===== src/rtl/fqsd_pkg.sv =====
package fqsd_pkg;

    localparam int QUEUE_DEPTH_DEF = 16;

    localparam int MODE_W     = 2;
    localparam int ID_W       = 16;
    localparam int HANDLE_W   = 16;
    localparam int STATUS_W   = 2;
    localparam int OCC_W      = 5;
    localparam int ENTRY_W    = ID_W + HANDLE_W;
    localparam int S_TDATA_W  = 40;
    localparam int M_TDATA_W  = 40;

    localparam logic [MODE_W-1:0] MODE_PUSH   = 2'd0;
    localparam logic [MODE_W-1:0] MODE_POP    = 2'd1;
    localparam logic [MODE_W-1:0] MODE_FIND   = 2'd2;
    localparam logic [MODE_W-1:0] MODE_DELETE = 2'd3;

    localparam logic [STATUS_W-1:0] STATUS_OK        = 2'd0;
    localparam logic [STATUS_W-1:0] STATUS_EMPTY     = 2'd1;
    localparam logic [STATUS_W-1:0] STATUS_NOT_FOUND = 2'd2;
    localparam logic [STATUS_W-1:0] STATUS_FULL      = 2'd3;

    typedef enum logic [2:0] {
        ST_IDLE,
        ST_SCAN,
        ST_CMP,
        ST_MV_RD,
        ST_MV_WR,
        ST_DONE
    } state_t;

endpackage


===== src/rtl/fqsd_ram.sv =====
module fqsd_ram #(
    parameter int DEPTH = fqsd_pkg::QUEUE_DEPTH_DEF,
    parameter int AW    = $clog2(fqsd_pkg::QUEUE_DEPTH_DEF),
    parameter int DW    = fqsd_pkg::ENTRY_W
) (
    input  logic          clk,
    input  logic          we,
    input  logic [AW-1:0] waddr,
    input  logic [DW-1:0] wdata,
    input  logic [AW-1:0] raddr,
    output logic [DW-1:0] rdata
);

    logic [DW-1:0] mem [DEPTH];
    logic [DW-1:0] rdata_reg;

    always_ff @(posedge clk)
    begin
        if (we)
        begin
            mem[waddr] <= wdata;
        end
        rdata_reg <= mem[raddr];
    end

    assign rdata = rdata_reg;

endmodule


===== src/rtl/fifo_queue_with_id_search_delete_top.sv =====
// channel | dir | handshake          | tdata fields (lowest bit first)
// s       | in  | s_tvalid, s_tready | mode[1:0], task_id[17:2], task_handle[33:18]
// m       | out | m_tvalid, m_tready | status[1:0], found_id[17:2], found_handle[33:18],
//         |     |                    | occupancy[38:34]
// Push, accepted or refused as full, and any command on an empty queue go straight to done.
// Find reads and compares entries from slot 0 in order up to a hit; a miss scans all n entries.
// Pop or delete at slot k then moves each later entry down one slot (n-k-1 moves).
// The entry RAM has one write port and one read port with a registered read; one compare per entry.
// s_tready is low while a command runs; a result waits in the output register.
// rst_n clears the entry count; entry storage is not cleared.
module fifo_queue_with_id_search_delete_top #(
    parameter int QUEUE_DEPTH = fqsd_pkg::QUEUE_DEPTH_DEF
) (
    input  logic                           clk,
    input  logic                           rst_n,
    input  logic                           s_tvalid,
    output logic                           s_tready,
    input  logic [fqsd_pkg::S_TDATA_W-1:0] s_tdata,   // mode, task_id, task_handle
    output logic                           m_tvalid,
    input  logic                           m_tready,
    output logic [fqsd_pkg::M_TDATA_W-1:0] m_tdata    // status, found_id, found_handle, occupancy
);

    localparam int IDX_W = $clog2(QUEUE_DEPTH);
    localparam int CNT_W = $clog2(QUEUE_DEPTH + 1);
    localparam int ID_W  = fqsd_pkg::ID_W;
    localparam int HW    = fqsd_pkg::HANDLE_W;
    localparam int EW    = fqsd_pkg::ENTRY_W;
    localparam int MW    = fqsd_pkg::MODE_W;
    localparam int SW    = fqsd_pkg::STATUS_W;

    fqsd_pkg::state_t state_reg, state_next;

    logic [MW-1:0]    mode_reg, mode_next;
    logic [ID_W-1:0]  key_reg, key_next;
    logic [IDX_W-1:0] idx_reg, idx_next;
    logic [CNT_W-1:0] count_reg, count_next;
    logic [SW-1:0]    res_status_reg, res_status_next;
    logic [ID_W-1:0]  res_id_reg, res_id_next;
    logic [HW-1:0]    res_hnd_reg, res_hnd_next;
    logic             m_tvalid_reg, m_tvalid_next;
    logic [fqsd_pkg::M_TDATA_W-1:0] m_tdata_reg, m_tdata_next;

    logic [MW-1:0]    in_mode;
    logic [ID_W-1:0]  in_id;
    logic [HW-1:0]    in_hnd;
    logic [CNT_W-1:0] idx_inc;
    logic [CNT_W-1:0] count_dec;
    logic             ram_we;
    logic [IDX_W-1:0] ram_waddr;
    logic [EW-1:0]    ram_wdata;
    logic [IDX_W-1:0] ram_raddr;
    logic [EW-1:0]    ram_rdata;

    assign in_mode   = s_tdata[MW-1:0];
    assign in_id     = s_tdata[MW+ID_W-1:MW];
    assign in_hnd    = s_tdata[MW+ID_W+HW-1:MW+ID_W];
    assign idx_inc   = CNT_W'(idx_reg) + CNT_W'(1);
    assign count_dec = count_reg - CNT_W'(1);

    fqsd_ram #(
        .DEPTH (QUEUE_DEPTH),
        .AW    (IDX_W),
        .DW    (EW)
    ) u_ram (
        .clk   (clk),
        .we    (ram_we),
        .waddr (ram_waddr),
        .wdata (ram_wdata),
        .raddr (ram_raddr),
        .rdata (ram_rdata)
    );

    always_ff @(posedge clk or negedge rst_n)
    begin
        if (!rst_n)
        begin
            state_reg    <= fqsd_pkg::ST_IDLE;
            count_reg    <= '0;
            m_tvalid_reg <= 1'b0;
        end
        else
        begin
            state_reg    <= state_next;
            count_reg    <= count_next;
            m_tvalid_reg <= m_tvalid_next;
        end
    end

    always_ff @(posedge clk)
    begin
        mode_reg       <= mode_next;
        key_reg        <= key_next;
        idx_reg        <= idx_next;
        res_status_reg <= res_status_next;
        res_id_reg     <= res_id_next;
        res_hnd_reg    <= res_hnd_next;
        m_tdata_reg    <= m_tdata_next;
    end

    always_comb
    begin
        state_next      = state_reg;
        mode_next       = mode_reg;
        key_next        = key_reg;
        idx_next        = idx_reg;
        count_next      = count_reg;
        res_status_next = res_status_reg;
        res_id_next     = res_id_reg;
        res_hnd_next    = res_hnd_reg;
        m_tvalid_next   = m_tvalid_reg;
        m_tdata_next    = m_tdata_reg;
        ram_we          = 1'b0;
        ram_waddr       = idx_reg;
        ram_wdata       = ram_rdata;
        ram_raddr       = idx_reg;

        if (m_tvalid_reg && m_tready)
        begin
            m_tvalid_next = 1'b0;
        end

        case (state_reg)
            fqsd_pkg::ST_IDLE:
            begin
                if (s_tvalid)
                begin
                    mode_next       = in_mode;
                    key_next        = in_id;
                    idx_next        = '0;
                    res_status_next = fqsd_pkg::STATUS_OK;
                    res_id_next     = '0;
                    res_hnd_next    = '0;
                    state_next      = fqsd_pkg::ST_DONE;
                    if (in_mode == fqsd_pkg::MODE_PUSH)
                    begin
                        if (count_reg >= CNT_W'(QUEUE_DEPTH))
                        begin
                            res_status_next = fqsd_pkg::STATUS_FULL;
                        end
                        else
                        begin
                            ram_we     = 1'b1;
                            ram_waddr  = count_reg[IDX_W-1:0];
                            ram_wdata  = {in_id, in_hnd};
                            count_next = count_reg + CNT_W'(1);
                        end
                    end
                    else if (count_reg == '0)
                    begin
                        res_status_next = fqsd_pkg::STATUS_EMPTY;
                    end
                    else
                    begin
                        state_next = fqsd_pkg::ST_SCAN;
                    end
                end
            end
            fqsd_pkg::ST_SCAN:
            begin
                ram_raddr  = idx_reg;
                state_next = fqsd_pkg::ST_CMP;
            end
            fqsd_pkg::ST_CMP:
            begin
                if (mode_reg == fqsd_pkg::MODE_POP || ram_rdata[EW-1:HW] == key_reg)
                begin
                    res_id_next  = ram_rdata[EW-1:HW];
                    res_hnd_next = ram_rdata[HW-1:0];
                    if (mode_reg == fqsd_pkg::MODE_FIND)
                    begin
                        state_next = fqsd_pkg::ST_DONE;
                    end
                    else
                    begin
                        state_next = fqsd_pkg::ST_MV_RD;
                    end
                end
                else if (idx_inc >= count_reg)
                begin
                    res_status_next = fqsd_pkg::STATUS_NOT_FOUND;
                    state_next      = fqsd_pkg::ST_DONE;
                end
                else
                begin
                    idx_next   = idx_inc[IDX_W-1:0];
                    state_next = fqsd_pkg::ST_SCAN;
                end
            end
            fqsd_pkg::ST_MV_RD:
            begin
                if (idx_inc < count_reg)
                begin
                    ram_raddr  = idx_inc[IDX_W-1:0];
                    state_next = fqsd_pkg::ST_MV_WR;
                end
                else
                begin
                    count_next = count_dec;
                    state_next = fqsd_pkg::ST_DONE;
                end
            end
            fqsd_pkg::ST_MV_WR:
            begin
                ram_we     = 1'b1;
                ram_waddr  = idx_reg;
                ram_wdata  = ram_rdata;
                idx_next   = idx_inc[IDX_W-1:0];
                state_next = fqsd_pkg::ST_MV_RD;
            end
            fqsd_pkg::ST_DONE:
            begin
                if (!m_tvalid_reg || m_tready)
                begin
                    m_tvalid_next = 1'b1;
                    m_tdata_next  = {1'b0, fqsd_pkg::OCC_W'(count_reg),
                                     res_hnd_reg, res_id_reg, res_status_reg};
                    state_next    = fqsd_pkg::ST_IDLE;
                end
            end
            default:
            begin
                state_next = fqsd_pkg::ST_IDLE;
            end
        endcase
    end

    assign s_tready = (state_reg == fqsd_pkg::ST_IDLE);
    assign m_tvalid = m_tvalid_reg;
    assign m_tdata  = m_tdata_reg;

`ifndef SYNTHESIS
    a_count_bound: assert property (@(posedge clk) disable iff (!rst_n)
        count_reg <= CNT_W'(QUEUE_DEPTH))
        else $error("entry count above depth");

    a_push_grows: assert property (@(posedge clk) disable iff (!rst_n)
        (s_tvalid && s_tready && in_mode == fqsd_pkg::MODE_PUSH
         && count_reg < CNT_W'(QUEUE_DEPTH))
        |=> count_reg == $past(count_reg) + CNT_W'(1))
        else $error("accepted push did not add an entry");

    a_done_waits: assert property (@(posedge clk) disable iff (!rst_n)
        (state_reg == fqsd_pkg::ST_DONE && m_tvalid_reg && !m_tready)
        |=> state_reg == fqsd_pkg::ST_DONE)
        else $error("result overwrote an untaken item");

    a_empty_occ: assert property (@(posedge clk) disable iff (!rst_n)
        (m_tvalid && m_tdata[fqsd_pkg::STATUS_W-1:0] == fqsd_pkg::STATUS_EMPTY)
        |-> m_tdata[38:34] == '0)
        else $error("empty status with nonzero occupancy");
`endif

endmodule

===== config.mk =====
export PLATFORM = sky130hd
export DESIGN_NAME = fifo_queue_with_id_search_delete_top
export DESIGN_NICKNAME = d
export VERILOG_FILES = /design/src/rtl/fqsd_pkg.sv /design/src/rtl/fqsd_ram.sv /design/src/rtl/fifo_queue_with_id_search_delete_top.sv
export SDC_FILE = /design/constraint.sdc
export NUM_CORES = 1
export LEC_CHECK = 0
export BUFFER_PORTS_ARGS = -buffer_cell sky130_fd_sc_hd__buf_2
export CAP_MARGIN = 20
export CORE_MARGIN = 1
export CORE_UTILIZATION = 50
export CTS_CLUSTER_DIAMETER = 80
export DETAILED_ROUTE_END_ITERATION = 16
export GPL_TIMING_DRIVEN = 0
export PLACE_DENSITY = 0.66
export SETUP_SLACK_MARGIN = 0.15
export SLEW_MARGIN = 20
export SYNTH_ARGS = -nofsm -noshare
export SYNTH_HDL_FRONTEND = slang
export SYNTH_SLANG_ARGS = --single-unit

===== constraint.sdc =====
create_clock -name clk -period 5.5 [get_ports clk]
set_input_delay 1.1 -clock clk [delete_from_list [all_inputs] [get_ports clk]]
set_output_delay 1.1 -clock clk [all_outputs]
set_load 0.05 [all_outputs]

==> impl_metrics.yaml <==
outcome:
  status: "finished clean"
clock_network:
  clk_pin_slew_ns: 0.06
  cts_setup_buffers: 0
  h-tree-depth: 2
  numCtsBuffers: 61
  clock_sinks: 648
  cts_tree: "yes"
  cts-resized-gates: 0
  clk_latency_ns: 0.66
  cts_hold_buf: 0
  clockBufferDepth: 3
  cts_root_buffer: "clkbuf_16"
final_layout:
  drive_gt1_share_pct: 15.2
  fillers: 3906
  largest_reg_flops: 512
  multi_input_area_um2: 6590
  area_growth_pct: 15.8
  regArea_um2: 19100
  nNetsFinal: 2010
logic_synthesis:
  synth_edf_count: 607
  syn_area_um2: 26300
  yosysMostFrequentCell: "edfxtp_1"
  synthesis.instances: 1785
  synth_cell_types: 70
  ys_warn_count: 0
  synth_seq_cells: 648
  avgSynthCellArea_um2: 14.7
  synth_area_leader_cell: "edfxtp_1"
  synth-seq-area-share_pct: 72.7
  synthTopCellsByCount: "edfxtp_1 (607), o22ai_1 (176), nand2_1 (143), nor2_1 (111), mux2i_1 (93)"
  async_reset_ff_share_pct: 1.39
  synth.top_cell.area_share_pct: 69.4
  ys_top_cells_by_area: "edfxtp_1 (69%), o22ai_1 (4.2%), mux2i_1 (3.5%)"
  syn_nets: 1839
  synthFlopType: "edfxtp_1"
critical_path:
  worst_ep_arrival_time_ns: 5.35
  timing.rr.start: "idx_reg[1]"
  path_cells: "clkbuf_1, nand2_1, o21ai_0, o21ai_0, ha_1, nand4_2, o22ai_2, buf_6, nor2_1, buf_2, clkbuf_1, a211oi_1, o22ai_1, o22ai_1, or3_1"
  max_stage_delay_ns: 0.67
  crit_path_end: "u_ram.rdata[25]"
  slowest_stage: "nor2_1"
  worstSetupPathType: "reg -> reg"
  reg2reg_depth: 15
  critPathLaunch: "idx_reg[1]"
  rr_endpoint: "u_ram.rdata[25]"
  cp-end-kind: "flop"
  reg2reg_slack_ns: 0.65
  critical_path_required_ns: 5.99
  start_kind: "flop"
  critPathMaxFanout: 10
power:
  ir_drop_uv: 316
  pwr_density_cell_nw_per_um2: 614
  leakage_nw: 10.3
route:
  drcViolationCount: 0
  route.met2.wl_um: 35100
  ant_nets: 0
  wire_per_inst_um: 29.2
  totalWireLength_um: 78500
  highest_layer: "met4"
  viasPerCell: 6.49
  dr.first_iter.drc_count: 2419
  num_vias: 17500
  met3WireLength_um: 9560
  wl_met1_um: 30700
  drtPass1Iterations: 6
place:
  dp_slack_ns: 0.806
  io_buffers: 78
  place_congestion: 0.896
  hpwlAfterDp_um: 52800
timing:
  slew_viol_final: 0
  hold_viol: 0
  whs_ns: 0.297
  setup_viol: 0
  finalSetupTns_ns: 0
  finalCritPeriodShare_pct: 88.2
  slew_headroom_pct: 24.5
  period_needed_ns: 4.85
  worst_slack_ns: 0.647
  fmax_mhz: 206
  max_slew.worst_pin.slew_ns: 1.13
  fin_skew_ns: 0.0340
  rsz0062_at_grt: "no"
global_routing:
  track_usage_pct: 29.5
  antenna_found_initial: 2
  grt_start_max_net_pins: 33
  grt.overflow.total: 0
  grt_pass1_wl_um: 113000
  grt_pass1_vias: 17000
floorplanning:
  fp.dieArea_um2: 53400
  core_area_um2: 51600
  die_w_um: 231
  die_y_um: 231
  io-pin-count: 86
  fp-row-count: 83
  initial_utilization_pct: 50.9
job:
  cap_violations: 0
min_path:
  worstHoldPathType: "in -> async"
[cells by family (layout without fill, tap and decap cells)]
logic type / count (synthesis) / after routing / share of synthesized area, %
compound gates: 395 / 395 / 10.6
xor+xnor: 22 / 22 / 0.734
fa+ha+maj: 10 / 10 / 0.505
buf+inv: 135 / 358 / 2.66
flops: 648 / 648 / 72.7
mux: 101 / 101 / 4.02
other cells: 1 / 4 / 0.0143
simple gates: 473 / 473 / 8.70
[layout make-up]
class,instances,area share [%]
Multi-Input combinational cell,1002,21.7
Buffer,122,2.10
Timing Repair Buffer,108,3.88
Sequential cell,648,62.8
Inverter,13,0.202
Antenna cell,3,0.0247
Clock inverter,25,0.745
Tap cell,680,2.80
Clock buffer,90,5.78
[worst min-delay path by stage]
stage | startpoint | endpoint | slack (ns)
global route | rst_n | m_tvalid | 0.31
CTS | rst_n | state_reg[2] | 0.29
finish | rst_n | m_tvalid | 0.30
floorplan | res_status_reg[0] | m_tdata[0] | 0.40
detailed placement | res_hnd_reg[8] | m_tdata[26] | 0.40
global placement | res_hnd_reg[3] | m_tdata[21] | 0.40
[metrics by stage]
stage | cell area [um2] | total power [mW] | utilization [%] | instances
finish | 30400 | 18.7 | 58.9 | 2691
global route | 30400 | 19.2 | 58.9 | 2688
CTS | 30400 | 18.4 | 58.9 | 2688
detailed placement | 28400 | 14.3 | 55.0 | 2573
global placement | 27500 | 14.0 | 53.3 | 2543
floorplan | 26300 | 11.5 | - | 1785
[worst max-delay path: cells and delay by family (launching register included)]
family | cells | cell delay, ns
flops | 1 | 0.36
fa+ha+maj | 1 | 0.34
simple gates | 4 | 1.47
compound gates | 6 | 0.92
buf+inv | 4 | 1.60
[cell usage in the layout (no fill, tap or decap), types with 15 or more instances in the layout]
| cell | netlist | routed |
|---|---|---|
| nor3_1 | 86 | 85 |
| clkbuf_1 | 69 | 87 |
| nor2_1 | 111 | 99 |
| mux2i_1 | 93 | 93 |
| dfxtp_1 | 32 | 32 |
| xnor2_1 | 21 | 21 |
| nor4_1 | 15 | 15 |
| nand2_1 | 143 | 143 |
| o221ai_1 | 20 | 20 |
| o311a_1 | 24 | 24 |
| a21oi_1 | 48 | 48 |
| clkbuf_16 | 0 | 62 |
| o21ai_0 | 24 | 24 |
| edfxtp_1 | 607 | 607 |
| o22ai_1 | 176 | 176 |
| buf_2 | 24 | 102 |
| buf_16 | 0 | 25 |
| and2_1 | 38 | 38 |
| a211oi_1 | 29 | 29 |
| or3_1 | 20 | 20 |
| buf_6 | 17 | 17 |
[power by group]
part	internal, mW	total (mW)	leakage, nW	switching, mW
logic	2.27	7.54	3.45	5.27
clock network	2.35	4.20	0.971	1.85
registers	6.58	6.91	5.89	0.332
[routing by layer]
| layer | vias up | global-route usage [%] |
|---|---|---|
| met5 | - | 0 |
| met4 | 0 | 11.5 |
| met3 | 216 | 7.31 |
| met2 | 1203 | 45.1 |
| met1 | 8655 | 40.7 |
| li1 | 7386 | - |
Power figures use the tool's default switching activity.
